[config.mk]
export PLATFORM = sky130hd
export DESIGN_NAME = bit_file_header_parser_top
export DESIGN_NICKNAME = d
export VERILOG_FILES = /design/src/hw/rtl/bfhp_pkg.sv /design/src/hw/rtl/bfhp_front.sv /design/src/hw/rtl/bfhp_queue.sv /design/src/hw/rtl/bfhp_back.sv /design/src/hw/rtl/bit_file_header_parser_top.sv
export VERILOG_INCLUDE_DIRS = /design/src /design/src/hw/rtl
export SDC_FILE = /design/constraint.sdc
export NUM_CORES = 1
export LEC_CHECK = 0
export BUFFER_PORTS_ARGS = -buffer_cell sky130_fd_sc_hd__clkbuf_2
export CAP_MARGIN = 40
export CELL_PAD_IN_SITES_DETAIL_PLACEMENT = 0
export CELL_PAD_IN_SITES_GLOBAL_PLACEMENT = 2
export CORE_MARGIN = 2
export CORE_UTILIZATION = 42
export DETAILED_ROUTE_END_ITERATION = 10
export PLACE_DENSITY = 0.82
export SETUP_SLACK_MARGIN = 0.15
export SKIP_CTS_REPAIR_TIMING = 1
export SLEW_MARGIN = 20
export SYNTH_ARGS = -nofsm -noshare
export SYNTH_HDL_FRONTEND = slang
export SYNTH_SLANG_ARGS = --single-unit
export TNS_END_PERCENT = 50
[constraint.sdc]
create_clock -name clk -period 7.2 [get_ports clk]
set_input_delay 1.08 -clock clk [delete_from_list [all_inputs] [get_ports clk]]
set_output_delay 1.08 -clock clk [all_outputs]
set_load 0.05 [all_outputs]
[src/hw/rtl/bit_file_header_parser_top_defines.svh]
// Assertion macros shared by the header parser RTL.
// No dependencies; included by the modules that carry assertions.
`ifndef BIT_FILE_HEADER_PARSER_TOP_DEFINES_SVH
`define BIT_FILE_HEADER_PARSER_TOP_DEFINES_SVH

// Clocked assertion, masked while reset is held low
`define BFHP_ASSERT(lbl, clk_sig, rstn_sig, prop, msg) \
  lbl: assert property (@(posedge clk_sig) disable iff (!rstn_sig) (prop)) else $error(msg);

// Clocked assertion that also holds through reset
`define BFHP_ASSERT_ALWAYS(lbl, clk_sig, prop, msg) \
  lbl: assert property (@(posedge clk_sig) (prop)) else $error(msg);

`endif

[src/hw/rtl/bfhp_pkg.sv]
// Types and constants for the configuration file header parser.
// No dependencies; imported by every module of the block.
package bfhp_pkg;

  // Parse phases
  typedef enum logic [3:0] {
    PH_PRE_HI   = 4'd0,
    PH_PRE_LO   = 4'd1,
    PH_PRE_SKIP = 4'd2,
    PH_CNT_HI   = 4'd3,
    PH_CNT_LO   = 4'd4,
    PH_TAG      = 4'd5,
    PH_LEN_HI   = 4'd6,
    PH_LEN_LO   = 4'd7,
    PH_PAYLOAD  = 4'd8,
    PH_DSIZE    = 4'd9,
    PH_STREAM   = 4'd10
  } bfhp_phase_t;

  // Role of a byte in the file
  typedef enum logic [2:0] {
    KIND_PRE_LEN   = 3'd0,
    KIND_PRE_SKIP  = 3'd1,
    KIND_COUNT     = 3'd2,
    KIND_TAG       = 3'd3,
    KIND_FIELD_LEN = 3'd4,
    KIND_PAYLOAD   = 3'd5,
    KIND_DATA_SIZE = 3'd6,
    KIND_BITSTREAM = 3'd7
  } bfhp_kind_t;

  localparam logic [7:0]  END_TAG     = 8'h65;
  localparam logic [23:0] HDR_MAX     = 24'hFF_FFFF;
  localparam logic [15:0] DSIZE_BYTES = 16'd4;
  localparam int          RESULT_W    = 89;
  localparam int          OUT_DATA_W  = 96;

  // Classified byte handed from the front end to the back end
  typedef struct packed {
    logic       restart;
    logic       end_tag;
    logic [7:0] data;
  } bfhp_item_t;

  // Result payload; first member sits in the highest bits
  typedef struct packed {
    logic [31:0] data_size;
    logic [23:0] header_size;
    logic        header_done;
    logic [15:0] field_length;
    logic [7:0]  byte_out;
    logic [7:0]  current_tag;
  } bfhp_result_t;

endpackage

[src/hw/rtl/bfhp_front.sv]
// Input stage: registers each byte and flags the end tag.
// Depends on bfhp_pkg.
module bfhp_front
  import bfhp_pkg::*;
(
  input  logic       clk,
  input  logic       rst_n,
  input  logic       in_valid,
  output logic       in_ready,
  input  logic       in_restart,
  input  logic [7:0] in_byte,
  output logic       item_valid,
  input  logic       item_ready,
  output bfhp_item_t item
);

  logic       valid_r;
  bfhp_item_t item_r;

  // Take a new beat whenever the stage is empty or drains this cycle
  assign in_ready   = !valid_r || item_ready;
  assign item_valid = valid_r;
  assign item       = item_r;

  // Track occupancy
  always_ff @(posedge clk) begin
    if (!rst_n) begin
      valid_r <= 1'b0;
    end else if (in_valid && in_ready) begin
      valid_r <= 1'b1;
    end else if (item_ready) begin
      valid_r <= 1'b0;
    end
  end

  // Capture and classify the byte
  always_ff @(posedge clk) begin
    if (in_valid && in_ready) begin
      item_r.restart <= in_restart;
      item_r.end_tag <= (in_byte == END_TAG);
      item_r.data    <= in_byte;
    end
  end

endmodule

[src/hw/rtl/bfhp_queue.sv]
// Small FIFO between the front and back ends of the parser.
// Depends on bfhp_pkg and the assertion macro header.
`include "bit_file_header_parser_top_defines.svh"
module bfhp_queue
  import bfhp_pkg::*;
#(
  parameter int DEPTH = 4
) (
  input  logic       clk,
  input  logic       rst_n,
  input  logic       wr_valid,
  output logic       wr_ready,
  input  bfhp_item_t wr_item,
  output logic       rd_valid,
  input  logic       rd_ready,
  output bfhp_item_t rd_item
);

  localparam int AW = (DEPTH > 1) ? $clog2(DEPTH) : 1;
  localparam int CW = $clog2(DEPTH + 1);
  localparam logic [AW-1:0] LAST_PTR = AW'(DEPTH - 1);
  localparam logic [CW-1:0] FULL_CNT = CW'(DEPTH);

  bfhp_item_t    mem_r [DEPTH];
  logic [AW-1:0] wr_ptr_r;
  logic [AW-1:0] rd_ptr_r;
  logic [CW-1:0] cnt_r;
  logic          push;
  logic          pop;

  assign wr_ready = (cnt_r != FULL_CNT);
  assign rd_valid = (cnt_r != '0);
  assign rd_item  = mem_r[rd_ptr_r];
  assign push     = wr_valid && wr_ready;
  assign pop      = rd_valid && rd_ready;

  // Store the incoming beat
  always_ff @(posedge clk) begin
    if (push) begin
      mem_r[wr_ptr_r] <= wr_item;
    end
  end

  // Advance pointers and fill count
  always_ff @(posedge clk) begin
    if (!rst_n) begin
      wr_ptr_r <= '0;
      rd_ptr_r <= '0;
      cnt_r    <= '0;
    end else begin
      if (push) begin
        wr_ptr_r <= (wr_ptr_r == LAST_PTR) ? '0 : wr_ptr_r + 1'b1;
      end
      if (pop) begin
        rd_ptr_r <= (rd_ptr_r == LAST_PTR) ? '0 : rd_ptr_r + 1'b1;
      end
      if (push && !pop) begin
        cnt_r <= cnt_r + 1'b1;
      end else if (pop && !push) begin
        cnt_r <= cnt_r - 1'b1;
      end
    end
  end

  `BFHP_ASSERT(a_cnt_bound, clk, rst_n, cnt_r <= FULL_CNT, "queue count above depth")
  `BFHP_ASSERT(a_cnt_up, clk, rst_n,
               (push && !pop) |=> (cnt_r == $past(cnt_r) + 1'b1),
               "queue count did not rise on push")
  `BFHP_ASSERT(a_cnt_down, clk, rst_n,
               (pop && !push) |=> (cnt_r == $past(cnt_r) - 1'b1),
               "queue count did not fall on pop")

endmodule

[src/hw/rtl/bfhp_back.sv]
// Parse engine: steps the header state per byte and holds the result beat.
// Depends on bfhp_pkg and the assertion macro header.
`include "bit_file_header_parser_top_defines.svh"
module bfhp_back
  import bfhp_pkg::*;
(
  input  logic         clk,
  input  logic         rst_n,
  input  logic         item_valid,
  output logic         item_ready,
  input  bfhp_item_t   item,
  output logic         out_valid,
  input  logic         out_ready,
  output bfhp_kind_t   out_kind,
  output bfhp_result_t out_result
);

  bfhp_phase_t  phase_r, phase_nxt, ph_eff;
  logic [15:0]  bcnt_r, bcnt_nxt, bcnt_eff;
  logic [31:0]  acc_r, acc_nxt, acc_eff;
  logic [7:0]   tag_r, tag_nxt, tag_eff;
  logic [23:0]  hdr_r, hdr_nxt, hdr_eff;
  logic [31:0]  dsize_r, dsize_nxt, dsize_eff;
  bfhp_kind_t   kind;
  logic [15:0]  flen;
  logic         pop;
  logic         out_valid_r;
  bfhp_kind_t   out_kind_r;
  bfhp_result_t out_result_r;

  assign item_ready = !out_valid_r || out_ready;
  assign pop        = item_valid && item_ready;
  assign out_valid  = out_valid_r;
  assign out_kind   = out_kind_r;
  assign out_result = out_result_r;

  // Drop the old parse on a restart byte
  always_comb begin
    if (item.restart) begin
      ph_eff    = PH_PRE_HI;
      bcnt_eff  = '0;
      acc_eff   = '0;
      tag_eff   = '0;
      hdr_eff   = '0;
      dsize_eff = '0;
    end else begin
      ph_eff    = phase_r;
      bcnt_eff  = bcnt_r;
      acc_eff   = acc_r;
      tag_eff   = tag_r;
      hdr_eff   = hdr_r;
      dsize_eff = dsize_r;
    end
  end

  // Byte role and reported field length
  always_comb begin
    flen = '0;
    case (ph_eff)
      PH_PRE_HI: begin
        kind = KIND_PRE_LEN;
      end
      PH_PRE_LO: begin
        kind = KIND_PRE_LEN;
        flen = {acc_eff[15:8], item.data};
      end
      PH_PRE_SKIP: begin
        kind = KIND_PRE_SKIP;
        flen = acc_eff[15:0];
      end
      PH_CNT_HI: begin
        kind = KIND_COUNT;
      end
      PH_CNT_LO: begin
        kind = KIND_COUNT;
        flen = {acc_eff[15:8], item.data};
      end
      PH_TAG: begin
        kind = KIND_TAG;
      end
      PH_LEN_HI: begin
        kind = KIND_FIELD_LEN;
      end
      PH_LEN_LO: begin
        kind = KIND_FIELD_LEN;
        flen = {acc_eff[15:8], item.data};
      end
      PH_PAYLOAD: begin
        kind = KIND_PAYLOAD;
        flen = acc_eff[15:0];
      end
      PH_DSIZE: begin
        kind = KIND_DATA_SIZE;
      end
      default: begin
        kind = KIND_BITSTREAM;
      end
    endcase
  end

  // Next parse state
  always_comb begin
    logic [15:0] lo16;
    logic [15:0] bcnt_dec;
    logic [15:0] bcnt_inc;
    lo16      = {acc_eff[15:8], item.data};
    bcnt_dec  = bcnt_eff - 1'b1;
    bcnt_inc  = bcnt_eff + 1'b1;
    phase_nxt = ph_eff;
    bcnt_nxt  = bcnt_eff;
    acc_nxt   = acc_eff;
    tag_nxt   = tag_eff;
    dsize_nxt = dsize_eff;
    case (ph_eff)
      PH_PRE_HI: begin
        acc_nxt   = {16'd0, item.data, 8'd0};
        phase_nxt = PH_PRE_LO;
      end
      PH_PRE_LO: begin
        acc_nxt   = {16'd0, lo16};
        bcnt_nxt  = lo16;
        phase_nxt = (lo16 == '0) ? PH_CNT_HI : PH_PRE_SKIP;
      end
      PH_PRE_SKIP: begin
        bcnt_nxt = bcnt_dec;
        if (bcnt_dec == '0) begin
          phase_nxt = PH_CNT_HI;
        end
      end
      PH_CNT_HI: begin
        acc_nxt   = {16'd0, item.data, 8'd0};
        phase_nxt = PH_CNT_LO;
      end
      PH_CNT_LO: begin
        acc_nxt   = {16'd0, lo16};
        phase_nxt = PH_TAG;
      end
      PH_TAG: begin
        tag_nxt = item.data;
        if (item.end_tag) begin
          acc_nxt   = '0;
          bcnt_nxt  = '0;
          phase_nxt = PH_DSIZE;
        end else begin
          phase_nxt = PH_LEN_HI;
        end
      end
      PH_LEN_HI: begin
        acc_nxt   = {16'd0, item.data, 8'd0};
        phase_nxt = PH_LEN_LO;
      end
      PH_LEN_LO: begin
        acc_nxt   = {16'd0, lo16};
        bcnt_nxt  = lo16;
        phase_nxt = (lo16 == '0) ? PH_TAG : PH_PAYLOAD;
      end
      PH_PAYLOAD: begin
        bcnt_nxt = bcnt_dec;
        if (bcnt_dec == '0) begin
          phase_nxt = PH_TAG;
        end
      end
      PH_DSIZE: begin
        acc_nxt  = {acc_eff[23:0], item.data};
        bcnt_nxt = bcnt_inc;
        if (bcnt_inc >= DSIZE_BYTES) begin
          dsize_nxt = {acc_eff[23:0], item.data};
          phase_nxt = PH_STREAM;
        end
      end
      default: begin
        phase_nxt = PH_STREAM;
      end
    endcase
    // Count header bytes, holding at the top value
    if (kind != KIND_BITSTREAM && hdr_eff != HDR_MAX) begin
      hdr_nxt = hdr_eff + 1'b1;
    end else begin
      hdr_nxt = hdr_eff;
    end
  end

  // Commit parse state on each consumed beat
  always_ff @(posedge clk) begin
    if (!rst_n) begin
      phase_r <= PH_PRE_HI;
      bcnt_r  <= '0;
      acc_r   <= '0;
      tag_r   <= '0;
      hdr_r   <= '0;
      dsize_r <= '0;
    end else if (pop) begin
      phase_r <= phase_nxt;
      bcnt_r  <= bcnt_nxt;
      acc_r   <= acc_nxt;
      tag_r   <= tag_nxt;
      hdr_r   <= hdr_nxt;
      dsize_r <= dsize_nxt;
    end
  end

  // Hold the result beat until taken
  always_ff @(posedge clk) begin
    if (!rst_n) begin
      out_valid_r <= 1'b0;
    end else if (pop) begin
      out_valid_r <= 1'b1;
    end else if (out_ready) begin
      out_valid_r <= 1'b0;
    end
  end

  always_ff @(posedge clk) begin
    if (pop) begin
      out_kind_r                <= kind;
      out_result_r.data_size    <= dsize_nxt;
      out_result_r.header_size  <= hdr_nxt;
      out_result_r.header_done  <= (phase_nxt == PH_STREAM);
      out_result_r.field_length <= flen;
      out_result_r.byte_out     <= item.data;
      out_result_r.current_tag  <= tag_nxt;
    end
  end

  `BFHP_ASSERT(a_skip_pending, clk, rst_n, (phase_r == PH_PRE_SKIP || phase_r == PH_PAYLOAD) |-> (bcnt_r != '0), "skip phase with nothing left to skip")
  `BFHP_ASSERT(a_dsize_bound, clk, rst_n, (phase_r == PH_DSIZE) |-> (bcnt_r < DSIZE_BYTES), "data size byte count overran")
  `BFHP_ASSERT(a_stream_sticks, clk, rst_n, (pop && phase_r == PH_STREAM && !item.restart) |=> (phase_r == PH_STREAM), "left bitstream phase without restart")

endmodule

[src/hw/rtl/bit_file_header_parser_top.sv]
// Header parser top: a byte passes the input stage, the queue and the output register.
// One byte per cycle while out_tready is high, set by the parse step in the back end.
// The input stage, a QUEUE_DEPTH-entry FIFO and the output register decouple both sides.
// Reset (rst_n low, synchronous) empties all stages and returns the parse to the
// preamble length; a byte with restart set does the same for the parse in band.
module bit_file_header_parser_top
  import bfhp_pkg::*;
#(
  parameter int QUEUE_DEPTH = 4
) (
  input  logic                  clk,
  input  logic                  rst_n,
  input  logic                  in_tvalid,
  output logic                  in_tready,
  input  logic [7:0]            in_tdata,   // [7:0] data_byte
  input  logic                  in_tuser,   // [0] restart
  output logic                  out_tvalid,
  input  logic                  out_tready,
  // [7:0] current_tag, [15:8] byte_out, [31:16] field_length, [32] header_done,
  // [56:33] header_size, [88:57] data_size, [95:89] zero
  output logic [OUT_DATA_W-1:0] out_tdata,
  output logic [2:0]            out_tuser   // [2:0] byte_kind
);

  logic         f_valid;
  logic         f_ready;
  bfhp_item_t   f_item;
  logic         q_valid;
  logic         q_ready;
  bfhp_item_t   q_item;
  bfhp_kind_t   kind;
  bfhp_result_t result;

  bfhp_front u_front (
    .clk        (clk),
    .rst_n      (rst_n),
    .in_valid   (in_tvalid),
    .in_ready   (in_tready),
    .in_restart (in_tuser),
    .in_byte    (in_tdata),
    .item_valid (f_valid),
    .item_ready (f_ready),
    .item       (f_item)
  );

  bfhp_queue #(
    .DEPTH (QUEUE_DEPTH)
  ) u_queue (
    .clk      (clk),
    .rst_n    (rst_n),
    .wr_valid (f_valid),
    .wr_ready (f_ready),
    .wr_item  (f_item),
    .rd_valid (q_valid),
    .rd_ready (q_ready),
    .rd_item  (q_item)
  );

  bfhp_back u_back (
    .clk        (clk),
    .rst_n      (rst_n),
    .item_valid (q_valid),
    .item_ready (q_ready),
    .item       (q_item),
    .out_valid  (out_tvalid),
    .out_ready  (out_tready),
    .out_kind   (kind),
    .out_result (result)
  );

  // Pack the result beat
  assign out_tdata = {(OUT_DATA_W - RESULT_W)'(0), result};
  assign out_tuser = kind;

endmodule

==> results of run 1 <==
worst max path at each step:
stage / slack [ps] / start / cells past startpoint / endpoint
2_1_floorplan: 2230 / out_tready / 7 / u_back.bcnt_r[14]
3_3_place_gp: 2880 / u_back.bcnt_r[2] / 8 / u_back.dsize_r[7]
3_5_place_dp: 2920 / flip-flop / 10 / u_back.hdr_r[3]
4_1_cts: 2890 / flip-flop / 10 / u_back.hdr_r[3]
5_1_grt: 2620 / flip-flop / 9 / u_back.dsize_r[17]
6_report: 2990 / flip-flop / 9 / u_back.dsize_r[17]
layer usage:
layer  vias to the layer above  track usage  share of wire
met2                       277        0.323           0.45
met5                         -            0              0
li1                       4500            -              -
met1                      4477        0.290           0.48
met3                        34       0.0295          0.057
met4                         0       0.0427          0.015
flip-flops by register name, summed over array words and instances (netlist names), 4 cells and up, named ones only:
name,count
u_back.out_result,89
u_back.dsize_r,32
u_back.acc_r,24
u_back.bcnt_r,16
u_back.tag_r,8
u_back.phase_r,4
u_queue.mem_r,40
u_back.hdr_r,24
u_front.item,10
kinds of logic (layout without fill, tap and decap cells):
logic type	count (synthesis)	count (layout)	synth area share
fa+ha+maj	9	9	0.00986
compound gates	297	297	0.166
other cells	1	7	0.000308
flops	261	261	0.546
simple gates	400	400	0.167
buf+inv	154	225	0.0529
mux	23	23	0.0294
xor+xnor	40	40	0.0288
power by group:
group	internal, mW	switching (mW)	total, mW
clock network	0.896	0.578	1.47
registers	2.06	0.335	2.40
logic	0.722	2.25	2.97
cell usage after synthesis (all sizes together) (10+ instances only):
master	count	area, um^2
xnor2	20	175
nand3	54	275
a21oi	56	280
dfxtp	119	2380
nor2b	14	87.6
xor2	20	175
o21ai	80	400
a22o	10	87.6
mux2i	11	110
nor2	105	394
nor4	12	81.3
a31oi	22	138
nand2	89	334
clkbuf	74	279
nor3	28	145
a22oi	29	218
buf	39	211
edfxtp	142	4260
nand4	22	138
and2	10	62.6
or3	16	100
mux4	10	225
inv	41	154
a32o	32	320
through the flow:
stage,hold WS [ps],cell area [um^2]
final,454,13900
after global placement,442,12900
after global routing,478,13900
after floorplan,437,12200
after detailed placement,447,12900
after CTS,456,13800
final cells by class:
cell class	count	area, um^2	share of cell area
clock buffer	45	827	0.0595
clock inverter	9	130	0.00936
inverter	41	156	0.0113
multi-input combinational	776	4930	0.355
sequential	261	6650	0.478
tap	384	480	0.0346
timing repair buffer	130	726	0.0522
worst register-to-register path: stages, from the launching register on:
cell and delay, ps:
dfxtp_1 760, mux4_2 850, buf_4 340, nor4b_2 370, and2_0 270, o21ai_4 220, buf_4 330, a21o_1 450
buf_8 250, a32o_1 260
==> flow_summary.ini, run 1 <==
[run_status]
status = finished clean

[global_routing]
grt_max_degree = 67
overflow = 0
grt_pass1_vias = 8718
antenna_found_initial = 0
grt_pass1_wl_um = 49200
track_usage = 0.201

[sta]
clock_skew_ps = 16.6
setup_ws_ps = 2990
finalHoldViolations = 0
slew_violations = 0
setup_viol = 0
setup-tns-final_ps = 0
fin_crit_sh = 0.585
tightest_slew_ps = 818
timing.slew.headroom = 0.454
fmax_mhz = 237
period_minus_slack_ps = 4210
rsz0062_at_grt = false

[place]
io_buffers = 106
gp_congestion = 0.845
place_inst = 1588
place_hpwl_um = 19600
pre_cts_slack_ps = 2920

[clocking]
clk_latency_ps = 550
cts_tree = yes
clkTransAtPathRegs_ps = 60
root_buffer = clkbuf_16
h-tree-depth = 1
clk_path_buf_depth = 3
clkSinkCount = 261
cts_buffers = 29

[floorplanning]
fp.dieH_um = 174
dieArea_mm2 = 0.0304
die_w_um = 174
num_rows = 62
start_util = 0.426
ios = 114
core_mm2 = 0.0286

[worst_setup_path]
cp_max_fo = 36
startpoint_type = flip-flop
cp_slowest_cell = mux4_2
crit_required_ps = 7630
rrSetupSlack_ps = 2990
rr_worst_depth = 9
cp_top_family = buffers and inverters
timing.rr.end = u_back.dsize_r[17]
cp_common_cell = buf_4
worst_setup_path_end_kind = flip-flop
path_cells = mux4_2 -> buf_4 -> nor4b_2 -> and2_0 -> o21ai_4 -> buf_4 -> a21o_1 -> buf_8 -> a32o_1
cp.arrival_ps = 4640
cp_num_buf_inv = 3
max_stage_delay_ps = 850
crit_type = reg2reg

[route]
vias_per_cell = 5.64
vias = 9288
final_antenna_net_count = 0
drtPass1Iterations = 5
drt_iter0_drc = 858
post_drt_wl_per_cell_um = 18.9
drc_errors = 0
wl_um = 31100

[cells_and_area]
fillers = 2679
syn2layout_area_growth_pct = 14.1
drive_above_1_share = 0.162
final_common_cell = edfxtp_1
layout_common_cells = edfxtp_1, dfxtp_1, clkbuf_2, nor2_1, nand2_1
diodes = 0
fin_cells = 1646
fin_util = 0.485
layout.nets = 1261

[synth]
synth_ff_type = edfxtp_1
syn_area_mm2 = 0.0122
synthCells = 1185
yosysSeqAreaShare = 0.546
async_flop_share = 0
synthDistinctLibCells = 82
syn_area_per_cell_um2 = 10.3
yosysWarnings = 0
synth_edf_count = 142
yosys_register_bits = 261

[power_and_ir_drop]
power_density_mw_per_mm2 = 493
power.total_mw = 6.85
peakVddDrop_uv = 462
p_leak_nw = 4.95

[hold_path]
whs_endpoint = u_back.tag_r[2]
hold_path.class = reg2reg
hp-start = u_back.tag_r[2]
holdPathStages = 2

[flow_run]
max-cap-violations = 0
Note: power is estimated with default switching activity, not from simulation.
==> inputs of run 2 (changes only) <==
--- a/config.mk
+++ b/config.mk
@@ -11,9 +11,9 @@
 export CELL_PAD_IN_SITES_DETAIL_PLACEMENT = 0
 export CELL_PAD_IN_SITES_GLOBAL_PLACEMENT = 2
 export CORE_MARGIN = 2
-export CORE_UTILIZATION = 42
+export CORE_UTILIZATION = 39
 export DETAILED_ROUTE_END_ITERATION = 10
-export PLACE_DENSITY = 0.82
+export PLACE_DENSITY = 0.76
 export SETUP_SLACK_MARGIN = 0.15
 export SKIP_CTS_REPAIR_TIMING = 1
 export SLEW_MARGIN = 20
==> constraint.sdc (replaced) <==
create_clock -name clk -period 3.9 [get_ports clk]
set_input_delay 0.585 -clock clk [delete_from_list [all_inputs] [get_ports clk]]
set_output_delay 0.585 -clock clk [all_outputs]
set_load 0.05 [all_outputs]
==> run 2 against run 1 <==
Clock skew fell by 4.2 ps; hold slack worse by 250 ps; largest power group unchanged; largest cell class unchanged; non-clock buffer count is 15 higher; maximum frequency is 21% higher; register-to-register slack worse by 2600 ps; final cell count rose by 1.6%.
==> flow_summary.ini, run 2 (synthesized netlist as in run 1, its figures left out) <==
[run_status]
status = finished clean

[power_and_ir_drop]
swShare = 0.471
combPwrFrac = 0.449
switchingPower_mw = 5.97
power_density_mw_per_mm2 = 908
power_frac_seq = 0.346
clkPwrFrac = 0.206
intPower_mw = 6.72
peakVddDrop_uv = 376
p_leak_nw = 5.01

[route]
final_antenna_net_count = 0
post_drt_wl_per_cell_um = 19.6
drc_errors = 0
drtPass1Iterations = 5
vias = 9446
wl_um = 32700
drt_iter0_drc = 825
vias_per_cell = 5.65

[floorplanning]
dieArea_mm2 = 0.0327
start_util = 0.397
fp.dieH_um = 181
core_mm2 = 0.0307
num_rows = 64
ios = 114
die_w_um = 181

[sta]
timing.slew.headroom = 0.470
setup_viol = 0
setup_ws_ps = 432
setup-tns-final_ps = 0
clock_skew_ps = 12.4
period_minus_slack_ps = 3470
slew_violations = 0
fin_crit_sh = 0.889
fmax_mhz = 288
finalHoldViolations = 0
tightest_slew_ps = 788
hold_ws_ps = 207
rsz0062_at_grt = false

[cells_and_area]
final_common_cell = edfxtp_1
layout.nets = 1276
fillers = 2980
fin_cells = 1673
drive_above_1_share = 0.175
syn2layout_area_growth_pct = 14.7
largest_reg_flops = 89
regArea_mm2 = 0.00665
layout_common_cells = edfxtp_1, dfxtp_1, clkbuf_2, nor2_1, nand2_1
final_cell_area_mm2 = 0.0140
diodes = 0
multi_input_area_mm2 = 0.00493

[flow_run]
max-cap-violations = 0

[global_routing]
grt_pass1_wl_um = 51700
grt_pass1_vias = 8962
overflow = 0
grt_max_degree = 62
track_usage = 0.197
antenna_found_initial = 0

[worst_setup_path]
crit_type = reg2reg
path_cells = mux2i_1 -> mux2_2 -> and2_1 -> ha_1 -> and3_1 -> nand4_1 -> nor4_1 -> buf_4 -> nor2_2 -> nand2_1 -> or4b_2 -> a31oi_1
startpoint_type = flip-flop
crit_required_ps = 4390
max_stage_delay_ps = 670
cp_max_fo = 13
worst_setup_path_end_kind = flip-flop
cp_slowest_cell = or4b_2
cp.arrival_ps = 3960

[place]
gp_congestion = 0.828
placed_area_mm2 = 0.0131
place_hpwl_um = 20900
pre_cts_slack_ps = 351
place_inst = 1619
io_buffers = 106

[clocking]
cts_tree = yes
clkTransAtPathRegs_ps = 60
h-tree-depth = 1
clk_path_buf_depth = 3
clk_latency_ps = 560
clkSinkCount = 261
root_buffer = clkbuf_16
cts_buffers = 29

[hold_path]
hold_path.class = in2reg
==> run 2: cell count changes in the layout (fill, tap and decap cells not counted), moves of 2 or more <==
cell | previous run | this run
clkinv_2 | 2 | 8
buf_1 | 2 | 0
clkinv_1 | 1 | 4
buf_4 | 18 | 38
clkbuf_1 | 13 | 9
buf_2 | 2 | 0
clkinv_4 | 2 | 0
clkbuf_8 | 2 | 0
==> run 2: power by group through the flow <==
| stage | combinational, mW | sequential, mW | clock [mW] |
|---|---|---|---|
| floorplan | 2.61 | 5.88 | 0 |
| global placement | 5.70 | 4.43 | 0 |
| detailed placement | 5.71 | 4.45 | 0 |
| CTS | 5.73 | 4.39 | 2.68 |
| global route | 6.14 | 4.47 | 2.78 |
| finish | 5.69 | 4.39 | 2.61 |
==> run 2: path summary, 6_finish.rpt <==
path | startpoint | end | slack (ps) | cells after the start
setup / recovery | flip-flop | u_back.hdr_r[3] | 430 | 12
hold / removal | in_tuser | u_front.item[9] | 210 | 1
hold reg to reg | u_back.tag_r[2] | u_back.tag_r[2] | 460 | 2
setup reg to reg | flip-flop | u_back.hdr_r[3] | 430 | 12
==> run 2: per-layer routing <==
layer  global-route usage  wire length, um
met1                0.287            15500
met2                0.312            14600
met3               0.0276             1950
met4               0.0423              655
met5                    0                0
==> run 2: per-stage QoR <==
step,power (mW),utilization
6_report,12.7,0.455
3_3_place_gp,10.1,0.425
4_1_cts,12.8,0.455
3_5_place_dp,10.2,0.426
5_1_grt,13.4,0.455
2_1_floorplan,8.50,-
==> run 2: worst max-delay path: cells and delay by family (launching register included) <==
family / cells / cell delay, ps
compound gates: 1 / 180
mux: 2 / 530
flops: 1 / 500
simple gates: 7 / 1770
fa+ha+maj: 1 / 270
buf+inv: 1 / 150
==> run 2: layout make-up <==
class | instances | area share
Clock buffer | 38 | 0.0544
Clock inverter | 16 | 0.0102
Inverter | 41 | 0.0112
Multi-Input combinational cell | 776 | 0.353
Sequential cell | 261 | 0.476
Tap cell | 396 | 0.0355
Timing Repair Buffer | 145 | 0.0598
